[config.mk]
export PLATFORM = sky130hd
export DESIGN_NAME = miller_rabin_witness_check
export DESIGN_NICKNAME = d
export VERILOG_FILES = /design/src/rtl/core/mrwc_pkg.sv /design/src/rtl/core/miller_rabin_witness_check.sv
export VERILOG_INCLUDE_DIRS = /design/src /design/src/rtl/core
export SDC_FILE = /design/constraint.sdc
export NUM_CORES = 1
export LEC_CHECK = 0
export BUFFER_PORTS_ARGS = -buffer_cell sky130_fd_sc_hd__buf_2
export CAP_MARGIN = 20
export CORE_ASPECT_RATIO = 1.2
export CORE_MARGIN = 2
export CORE_UTILIZATION = 67
export DETAILED_ROUTE_END_ITERATION = 7
export PLACE_DENSITY_LB_ADDON = 0.2
export SYNTH_ARGS = -nofsm -noshare
export SYNTH_HDL_FRONTEND = slang
export SYNTH_SLANG_ARGS = --single-unit
export TNS_END_PERCENT = 5
[constraint.sdc]
create_clock -name clk -period 15.9 [get_ports clk]
set_clock_uncertainty 0.2 [all_clocks]
set_input_delay 3.18 -clock clk [delete_from_list [all_inputs] [get_ports clk]]
set_output_delay 3.18 -clock clk [all_outputs]
set_load 0.01 [all_outputs]
[src/rtl/core/assert_macros.svh]
// assertion macros for the rtl files of the witness check block
// no dependencies; expects signals clk and rst in the including module
`ifndef ASSERT_MACROS_SVH
`define ASSERT_MACROS_SVH

// checked every clock edge outside reset
`define ASSERT_CLK(label, prop, msg) \
  label: assert property (@(posedge clk) disable iff (rst) (prop)) else $error(msg);

// checked every clock edge, reset included
`define ASSERT_ALWAYS(label, prop, msg) \
  label: assert property (@(posedge clk) (prop)) else $error(msg);

`endif

[src/rtl/core/mrwc_pkg.sv]
// package for the miller-rabin witness check block
// holds default widths and the output bus width; no dependencies
`default_nettype none

package mrwc_pkg;

  localparam int DEFAULT_NUM_WIDTH = 16;
  localparam int OUT_TDATA_W       = 8;

endpackage

`default_nettype wire

[src/rtl/core/miller_rabin_witness_check.sv]
// top level of the miller-rabin witness check block
// depends on mrwc_pkg and assert_macros.svh
`default_nettype none
`include "assert_macros.svh"

// One Miller-Rabin round per request: number n and base a come in on the s_ side, one bit
// composite comes out on the m_ side. All arithmetic runs through a single modular
// multiplier that handles one multiplier bit per cycle. A request splits n-1 into u*2^t,
// takes one product to reduce the base, up to two products per bit of u, and up to t-1
// more squarings. The input is taken only while the sequencer is idle; a result waiting
// on the output does not block the next request. Numbers 0, 1 and 2 go straight to the
// output state without any product.
module miller_rabin_witness_check #(
  parameter int NUM_WIDTH = mrwc_pkg::DEFAULT_NUM_WIDTH
) (
  input  logic                                  clk,
  input  logic                                  rst,
  input  logic                                  s_tvalid,
  output logic                                  s_tready,
  // number, base, zero padding
  input  logic [((2*NUM_WIDTH+7)/8)*8-1:0]      s_tdata,
  output logic                                  m_tvalid,
  input  logic                                  m_tready,
  // composite, zero padding
  output logic [mrwc_pkg::OUT_TDATA_W-1:0]      m_tdata
);

  localparam int W  = NUM_WIDTH;
  localparam int TW = $clog2(W);

  typedef enum logic [5:0] {
    S_IDLE  = 6'b000001,
    S_SPLIT = 6'b000010,
    S_MUL   = 6'b000100,
    S_POW   = 6'b001000,
    S_CHECK = 6'b010000,
    S_FIN   = 6'b100000
  } state_t;

  state_t          state;
  state_t          ret;
  logic [W-1:0]    num;
  logic [W-1:0]    base;
  logic [W-1:0]    n;
  logic [W-1:0]    n_m1;
  logic [W-1:0]    u;
  logic [TW-1:0]   t_cnt;
  logic [W-1:0]    acc;
  logic [W-1:0]    sq;
  logic [W-1:0]    mx;
  logic [W-1:0]    my;
  logic [W-1:0]    r;
  logic [W-1:0]    r_next;
  logic [TW-1:0]   bit_idx;
  logic            dest_sq;
  logic            phase;
  logic            first;
  logic            res;
  logic            composite;
  logic [W:0]      dbl;
  logic [W:0]      dbl_red;
  logic [W-1:0]    dbl_mod;
  logic [W:0]      sum;
  logic [W:0]      sum_red;

  assign num      = s_tdata[W-1:0];
  assign base     = s_tdata[2*W-1:W];
  assign s_tready = (state == S_IDLE);
  assign m_tdata  = {{(mrwc_pkg::OUT_TDATA_W-1){1'b0}}, composite};
  assign n_m1     = n - W'(1);

  // shared modular multiply step: r = 2r + bit*mx mod n
  always_comb begin
    dbl     = {r, 1'b0};
    dbl_red = dbl - {1'b0, n};
    dbl_mod = (dbl >= {1'b0, n}) ? dbl_red[W-1:0] : dbl[W-1:0];
    sum     = {1'b0, dbl_mod} + (my[W-1] ? {1'b0, mx} : '0);
    sum_red = sum - {1'b0, n};
    r_next  = (sum >= {1'b0, n}) ? sum_red[W-1:0] : sum[W-1:0];
  end

  always_ff @(posedge clk) begin
    if (rst) begin
      state    <= S_IDLE;
      m_tvalid <= 1'b0;
    end else begin
      if (m_tvalid && m_tready && state != S_FIN) begin
        m_tvalid <= 1'b0;
      end
      case (state)
        S_IDLE: begin
          if (s_tvalid) begin
            n     <= num;
            u     <= num - W'(1);
            t_cnt <= '0;
            acc   <= W'(1);
            phase <= 1'b0;
            first <= 1'b1;
            if (num < W'(2)) begin
              res   <= 1'b1;
              state <= S_FIN;
            end else if (num == W'(2)) begin
              res   <= 1'b0;
              state <= S_FIN;
            end else begin
              // reduce the base: 1 * base mod n
              mx      <= W'(1);
              my      <= base;
              r       <= '0;
              bit_idx <= TW'(W-1);
              dest_sq <= 1'b1;
              ret     <= S_SPLIT;
              state   <= S_MUL;
            end
          end
        end
        S_SPLIT: begin
          if (!u[0]) begin
            u     <= {1'b0, u[W-1:1]};
            t_cnt <= t_cnt + TW'(1);
          end else begin
            state <= S_POW;
          end
        end
        S_MUL: begin
          r  <= r_next;
          my <= {my[W-2:0], 1'b0};
          if (bit_idx == '0) begin
            if (dest_sq) begin
              sq <= r_next;
            end else begin
              acc <= r_next;
            end
            state <= ret;
          end else begin
            bit_idx <= bit_idx - TW'(1);
          end
        end
        S_POW: begin
          if (u == '0) begin
            state <= S_CHECK;
          end else if (!phase) begin
            phase <= 1'b1;
            if (u[0]) begin
              mx      <= acc;
              my      <= sq;
              r       <= '0;
              bit_idx <= TW'(W-1);
              dest_sq <= 1'b0;
              ret     <= S_POW;
              state   <= S_MUL;
            end
          end else begin
            phase <= 1'b0;
            u     <= {1'b0, u[W-1:1]};
            if (u[W-1:1] != '0) begin
              mx      <= sq;
              my      <= sq;
              r       <= '0;
              bit_idx <= TW'(W-1);
              dest_sq <= 1'b1;
              ret     <= S_POW;
              state   <= S_MUL;
            end
          end
        end
        S_CHECK: begin
          if ((first && acc == W'(1)) || acc == n_m1) begin
            res   <= 1'b0;
            state <= S_FIN;
          end else if (t_cnt <= TW'(1)) begin
            res   <= 1'b1;
            state <= S_FIN;
          end else begin
            // one more squaring of x
            t_cnt   <= t_cnt - TW'(1);
            first   <= 1'b0;
            mx      <= acc;
            my      <= acc;
            r       <= '0;
            bit_idx <= TW'(W-1);
            dest_sq <= 1'b0;
            ret     <= S_CHECK;
            state   <= S_MUL;
          end
        end
        S_FIN: begin
          if (!m_tvalid || m_tready) begin
            m_tvalid  <= 1'b1;
            composite <= res;
            state     <= S_IDLE;
          end
        end
        default: begin
          state <= S_IDLE;
        end
      endcase
    end
  end

  `ASSERT_CLK(a_rem_below_mod, (state == S_MUL) |-> (r < n), "partial remainder not below n")
  `ASSERT_CLK(a_ops_below_mod, (state == S_POW || state == S_CHECK) |-> (acc < n && sq < n),
              "operand not reduced modulo n")
  `ASSERT_CLK(a_two_is_prime, (s_tvalid && s_tready && num == W'(2)) |=> (state == S_FIN && !res),
              "number two not flagged prime")
  `ASSERT_ALWAYS(a_reset_idle, rst |=> (state == S_IDLE && !m_tvalid),
                 "not idle after reset")

endmodule

`default_nettype wire
**After elaboration in Yosys (flattened, before gate mapping)**

Cells that the tools add are included.

- Bits in registers: 138
- Word-level logic and storage cells: 192
- Input port bits: 36

- Mux-type cells: 102
- Equal/unequal tests: 29
- Reduce and logical (&&, ||, !) cells: 30
- Order comparisons: 4
- Bitwise logic cells: 1
- Add/sub/neg operators: 8

Operators by type and width:

| operator | count |
|---|---|
| 16-bit 2-to-1 mux | 34 |
| 16-bit one-hot mux with 4 select lines | 2 |
| 6-bit 2-to-1 mux | 20 |
| 16-bit one-hot mux with 3 select lines | 2 |
| 4-bit 2-to-1 mux | 14 |
| 6-bit one-hot mux with 6 select lines | 1 |
| 17-bit by 16-bit greater-or-equal comparator with 1-bit output | 2 |
| 16-bit one-hot mux with 2 select lines | 1 |
| 16-bit by 1-bit subtractor with 16-bit output, second input constant | 2 |
| 16-bit subtractor | 2 |
| 2-bit != test, second input constant | 13 |
| 1-bit 2-to-1 mux | 21 |
| 10-bit AND reduction | 2 |
| 5-bit AND reduction | 4 |
| 6-bit one-hot mux with 3 select lines | 1 |
| 6-bit AND reduction | 3 |
| 16-bit by 16-bit adder with 17-bit output | 1 |
| 16-bit by 1-bit == test with 1-bit output, second input constant | 1 |
| 16-bit == test | 1 |
| 16-bit by 2-bit == test with 1-bit output, second input constant | 1 |
| 16-bit zero test | 1 |
| 16-bit by 2-bit less-than comparator with 1-bit output, second input constant | 1 |
| 4-bit one-hot mux with 4 select lines | 1 |
| 15-bit nonzero test | 1 |
| other kinds (27) | 42 |

**Longest topological paths before layout**

- Depth after elaboration: 8
- Depth in mapped cells: 28
- Mapped depth without buffers: 26

**Worst setup path after synthesis**

OpenSTA, ideal clock, no wires.

- Kind: input -> register
- From: input port rst
- To: register my[0] (enable)
- Cell stages on the path: 5
- Arrival: 6.344 ns
- Path slack: 8.895 ns
- Buffers on the path: 2
- Path through: clkbuf_1 -> or2_2 -> clkbuf_1 -> a211o_1 -> nor3_1

- Longest elaborated chain between the ends: 2

RTL lines:

| item | line | text |
|---|---|---|
| from (decl) | miller_rabin_witness_check.sv:17 | `input logic rst,` |
| 1-bit inverter (no source line) | - |  |
| 10-bit AND reduction (no source line) | - |  |
| to (signal assigned) | miller_rabin_witness_check.sv:108 | `my <= base;` |
| to (signal assigned) | miller_rabin_witness_check.sv:127 | `my <= {my[W-2:0], 1'b0};` |
| to (signal assigned) | miller_rabin_witness_check.sv:146 | `my <= sq;` |
| to (decl) | miller_rabin_witness_check.sv:51 | `logic [W-1:0] my;` |

Every way passes these cells.
A chain may end at the register's enable or synchronous reset.

**Worst setup path in the final report**

- From: register n[2]
- To: register acc[9] (data pin)

- Longest elaborated chain between the ends: 8

RTL lines:

| item | line | text |
|---|---|---|
| from (decl) | miller_rabin_witness_check.sv:44 | `logic [W-1:0] n;` |
| from (signal assigned) | miller_rabin_witness_check.sv:93 | `n <= num;` |
| 16-bit subtractor or 17-bit by 16-bit greater-or-equal comparator with 1-bit output (tied branches) | miller_rabin_witness_check.sv:75, miller_rabin_witness_check.sv:76 |  |
| 16-bit 2-to-1 mux | miller_rabin_witness_check.sv:76 | `dbl_mod = (dbl >= {1'b0, n}) ? dbl_red[W-1:0] : dbl[W-1:0];` |
| 16-bit by 16-bit adder with 17-bit output | miller_rabin_witness_check.sv:77 | `sum = {1'b0, dbl_mod} + (my[W-1] ? {1'b0, mx} : '0);` |
| 16-bit subtractor or 17-bit by 16-bit greater-or-equal comparator with 1-bit output (tied branches) | miller_rabin_witness_check.sv:78, miller_rabin_witness_check.sv:79 |  |
| 16-bit 2-to-1 mux (*) | miller_rabin_witness_check.sv:79 | `r_next = (sum >= {1'b0, n}) ? sum_red[W-1:0] : sum[W-1:0];` |
| via r_next[9] | miller_rabin_witness_check.sv:53 | `logic [W-1:0] r_next;` |
| 16-bit 2-to-1 mux (*) | miller_rabin_witness_check.sv:129 | `if (dest_sq) begin` |
| 16-bit 2-to-1 mux (*) | miller_rabin_witness_check.sv:128 | `if (bit_idx == '0) begin` |
| 16-bit one-hot mux with 2 select lines (*) | miller_rabin_witness_check.sv:90 | `case (state)` |
| to (signal assigned) | miller_rabin_witness_check.sv:132 | `acc <= r_next;` |
| to (decl) | miller_rabin_witness_check.sv:48 | `logic [W-1:0] acc;` |

Mark *: on every way through the listed nets, which the timed path passes. The rest lies on a longest branch. The select of a mux whose other input is x is not followed.

==> summary.md <==
| Metric | Value |
|---|---|
| Length in cells of the worst reg-to-reg path | `24` |
| Horizontal die dimension | `roughly 110 um` |
| Number of antenna violations at the first check in global routing | `0` |
| Mean routed wirelength per cell | `between 20 and 25 um` |
| Most frequent cells in the layout | `128 x edfxtp_1, 68 x nand2_1, 66 x a21oi_1, 63 x nor2_1, 56 x ha_1` |
| Worst hold-check slack | `227.0 ps` |
| Worst hold path depth | `0` |
| Number of max-cap violations | `0` |
| Mean number of vias per cell | `6.712` |
| Count of antenna diodes in the layout | `0` |
| Critical path arrival | `7870 ps` |
| Port bufs | `38` |
| Buffer type at the clock tree root | `clkbuf_16` |
| Beginning of the worst register-to-register path | `n[2]` |
| Ys async rst share | `0` |
| Min Tclk post-route | `7907 ps` |
| Launch point of the critical path | `n[2]` |
| Initial detailed-routing violation count | `between 800 and 900` |
| CP max stage delay | `520 ps` |
| Critical path buffers and inverters | `1` |
| Gate family responsible for the most delay along the worst path | `compound AO/OA/AOI/OAI gates` |
| Run status | `completed` |
| Number of flip-flops and latches in the synthesized netlist | `~140` |
| Cell type of the slowest stage on the worst timing path | `o41ai_1` |
| Final routed DRC violation total | `0` |
| Peak fanout along the critical path | `18` |
| Routed vias | `7511` |
| Remaining global-route overflow | `0` |
| Hold-fix buffers at CTS | `0` |
| Area of the multi-input gates | `4811 um2` |
| Area overhead of the layout relative to synthesis | `10.59%` |
| Overall routing resource usage | `0.3536` |
| Floorplan die area | `14500 um2` |
| Wire length of the first global-routing pass | `~38 mm` |
| Number of flops mapped to enable cells by yosys | `128` |
| Cell area after technology mapping | `approximately 9000 um2` |
| Gp weighted congestion | `0.9971` |
| Element type at the critical path start | `flop` |
| Reg2reg end | `acc[9]` |
| Register-to-register setup slack | `between 7000 and 8000 ps` |
| Highest Clock Rate | `roughly 130 MHz` |
| Sum of negative setup slack | `0 ps` |
| Pre-Repair DR Iteration Count | `6` |
| Dominant cell type by count on the critical path | `nor3_1` |
| Critical path class | `flop to flop` |
| Maximum number of pins on one net before global-route repair | `34` |
| Final count of pins violating max slew | `0` |
| Share of post-route cells with drive strength above 1 | `0.1325` |
| Sink count of the clock tree | `between 100 and 150` |
| Predominant post-synthesis flop cell | `edfxtp_1` |
| Setup repair after global routing missed its margin | `false` |
| HPWL reported at the end of detailed placement | `18.22 mm` |
| Clock tree from TritonCTS | `yes` |
| Data required time at the worst endpoint | `15870 ps` |
| Hold Path End | `composite` |
| Register cell area after layout | `3984 um2` |
| Floorplan core area | `13240 um2` |
| Clock H-tree levels | `4` |
| Number of rows created at floorplan | `46` |
| Number of buffers between clock root and the deepest sink | `2` |
| Number of gates given a new drive strength after cts | `0` |
| Endpoint class of the critical path | `flop` |
| Setup fix buffers added after clock tree synthesis | `0` |
| Net count reported at finish | `~1000` |
| Filler Cells Inserted | `891` |
| Most common cell after layout, fill and taps aside | `edfxtp_1` |
| Skew-Pair Late Insertion Delay | `between 400 and 500 ps` |
| Share of the clock period used by the worst path | `0.4973` |
| Final hold violation count | `0` |
| Number of buffers inserted during clock tree synthesis | `17` |
| Synthesized area per cell | `10.08 um2` |
| Vias in the first global route | `around 7300` |
| Transition at the pin with the smallest max-transition slack | `roughly 1100 ps` |
| Total wire length | `24.82 mm` |
| Worst slew margin relative to its limit | `0.2654` |
| Start point of the worst min-delay path | `res` |
| Count of mapped cells out of synthesis | `900` |
| Clock Pin Slew Worst Setup and Hold Paths | `approximately 60 ps` |
| I/O pin count | `46` |
| Warning count from the yosys run | `0` |
| # setup viols final | `0` |
| Sequential element share of the synthesized area | `0.4389` |
| Cells along the critical path | `inv_1, ha_1, o21a_1, o31a_1, nor3_1, o21ai_0, a21o_1, a21oi_1, o211a_2, mux2_2, fa_1, a211o_1, a2111oi_2, nor3_1, o21ai_0, o311ai_0, ha_1, nand4_1, o41ai_1, nor3_1, a21oi_1, nor2_4, mux2_2, and2_1` |
| Count of different cell masters after synthesis | `73` |
| Min-Delay Path Class | `flop to flop` |
| Die boundary height | `~130 um` |
| Antenna viol nets, final | `0` |
| Starting Density | `0.6856` |
==> layout make-up <==
type	instances	area share
well taps	168	0.02094
clock inverters	13	0.01720
inverters	45	0.01683
repair buffers	47	0.02568
multi-input cells	692	0.4793
clock buffers	19	0.04313
flip-flops and latches	135	0.3969
==> cells in the mapped netlist (17+ instances only) <==
cell      instances  area (um2)
clkbuf_1         23       86.33
edfxtp_1        128        3844
a21o_1           17       127.6
and2_1           34       212.7
o21ai_0          55       275.3
xor2_1           22       192.7
ha_1             56       700.7
xnor2_1          42       367.9
inv_1            44       165.2
nor2_1           64       240.2
mux2_2           28       315.3
nor3_1           25       125.1
nor4_1           18       112.6
a21oi_1          66       330.3
nand2_1          68       255.2
==> per-stage QoR <==
stage	worst slack, ps	utilization	cell area [um2]	std cells
global route	7704	0.7582	10040	1119
detailed placement	8153	0.7125	9432	1087
floorplan	8895	-	9099	906
global placement	8436	0.7125	9432	1087
finish	7993	0.7582	10040	1119
CTS	8088	0.7582	10040	1119
==> worst reg2reg max path, cell delays in order, from the launching register on <==
cell       delay (ps)
edfxtp_1          490
inv_1             200
ha_1              400
o21a_1            210
o31a_1            130
nor3_1            140
o21ai_0           130
a21o_1            230
a21oi_1           300
o211a_2           490
mux2_2            430
fa_1              490
a211o_1           320
a2111oi_2         490
nor3_1            180
o21ai_0           260
o311ai_0          270
ha_1              450
nand4_1           120
o41ai_1           520
nor3_1            100
a21oi_1           370
nor2_4            200
mux2_2            350
and2_1            190
==> registers in the layout (all words and copies together) (netlist names) <==
name	count
composite	1
u	16
ret	3
dest_sq	1
t_cnt	4
state	6
mx	16
sq	16
bit_idx	4
n	16
first	1
acc	16
my	16
res	1
r	16
phase	1
m_tvalid	1
==> layer usage <==
metal	global-route usage	up-vias	routed length [um]
li1	-	3438	-
met3	0.06250	81	2051
met5	0	-	0
met4	0.1722	0	1148
met1	0.4508	3558	9423
met2	0.5746	434	12200
==> cell families after synthesis <==
kind of cell | Yosys count | share of synthesized area
fa+ha+maj | 59 | 0.08382
xor+xnor | 64 | 0.06176
buf+inv | 79 | 0.03639
simple gates | 287 | 0.1642
compound gates | 243 | 0.1754
mux | 32 | 0.03915
flops | 135 | 0.4389
other cells | 1 | 0.0004132
==> worst max-delay path by stage <==
stage	slack (ps)	cells after the start	endpoint
2_1_floorplan	8890	5	my[0]
3_3_place_gp	8440	24	acc[2]
3_5_place_dp	8150	24	acc[6]
4_1_cts	8090	24	r[9]
5_1_grt	7700	24	r[4]
6_report	7990	24	acc[9]
Power is left out: the tool's default activity adds up to more than one toggle a clock period on the data nets, which glitch-free logic cannot reach.
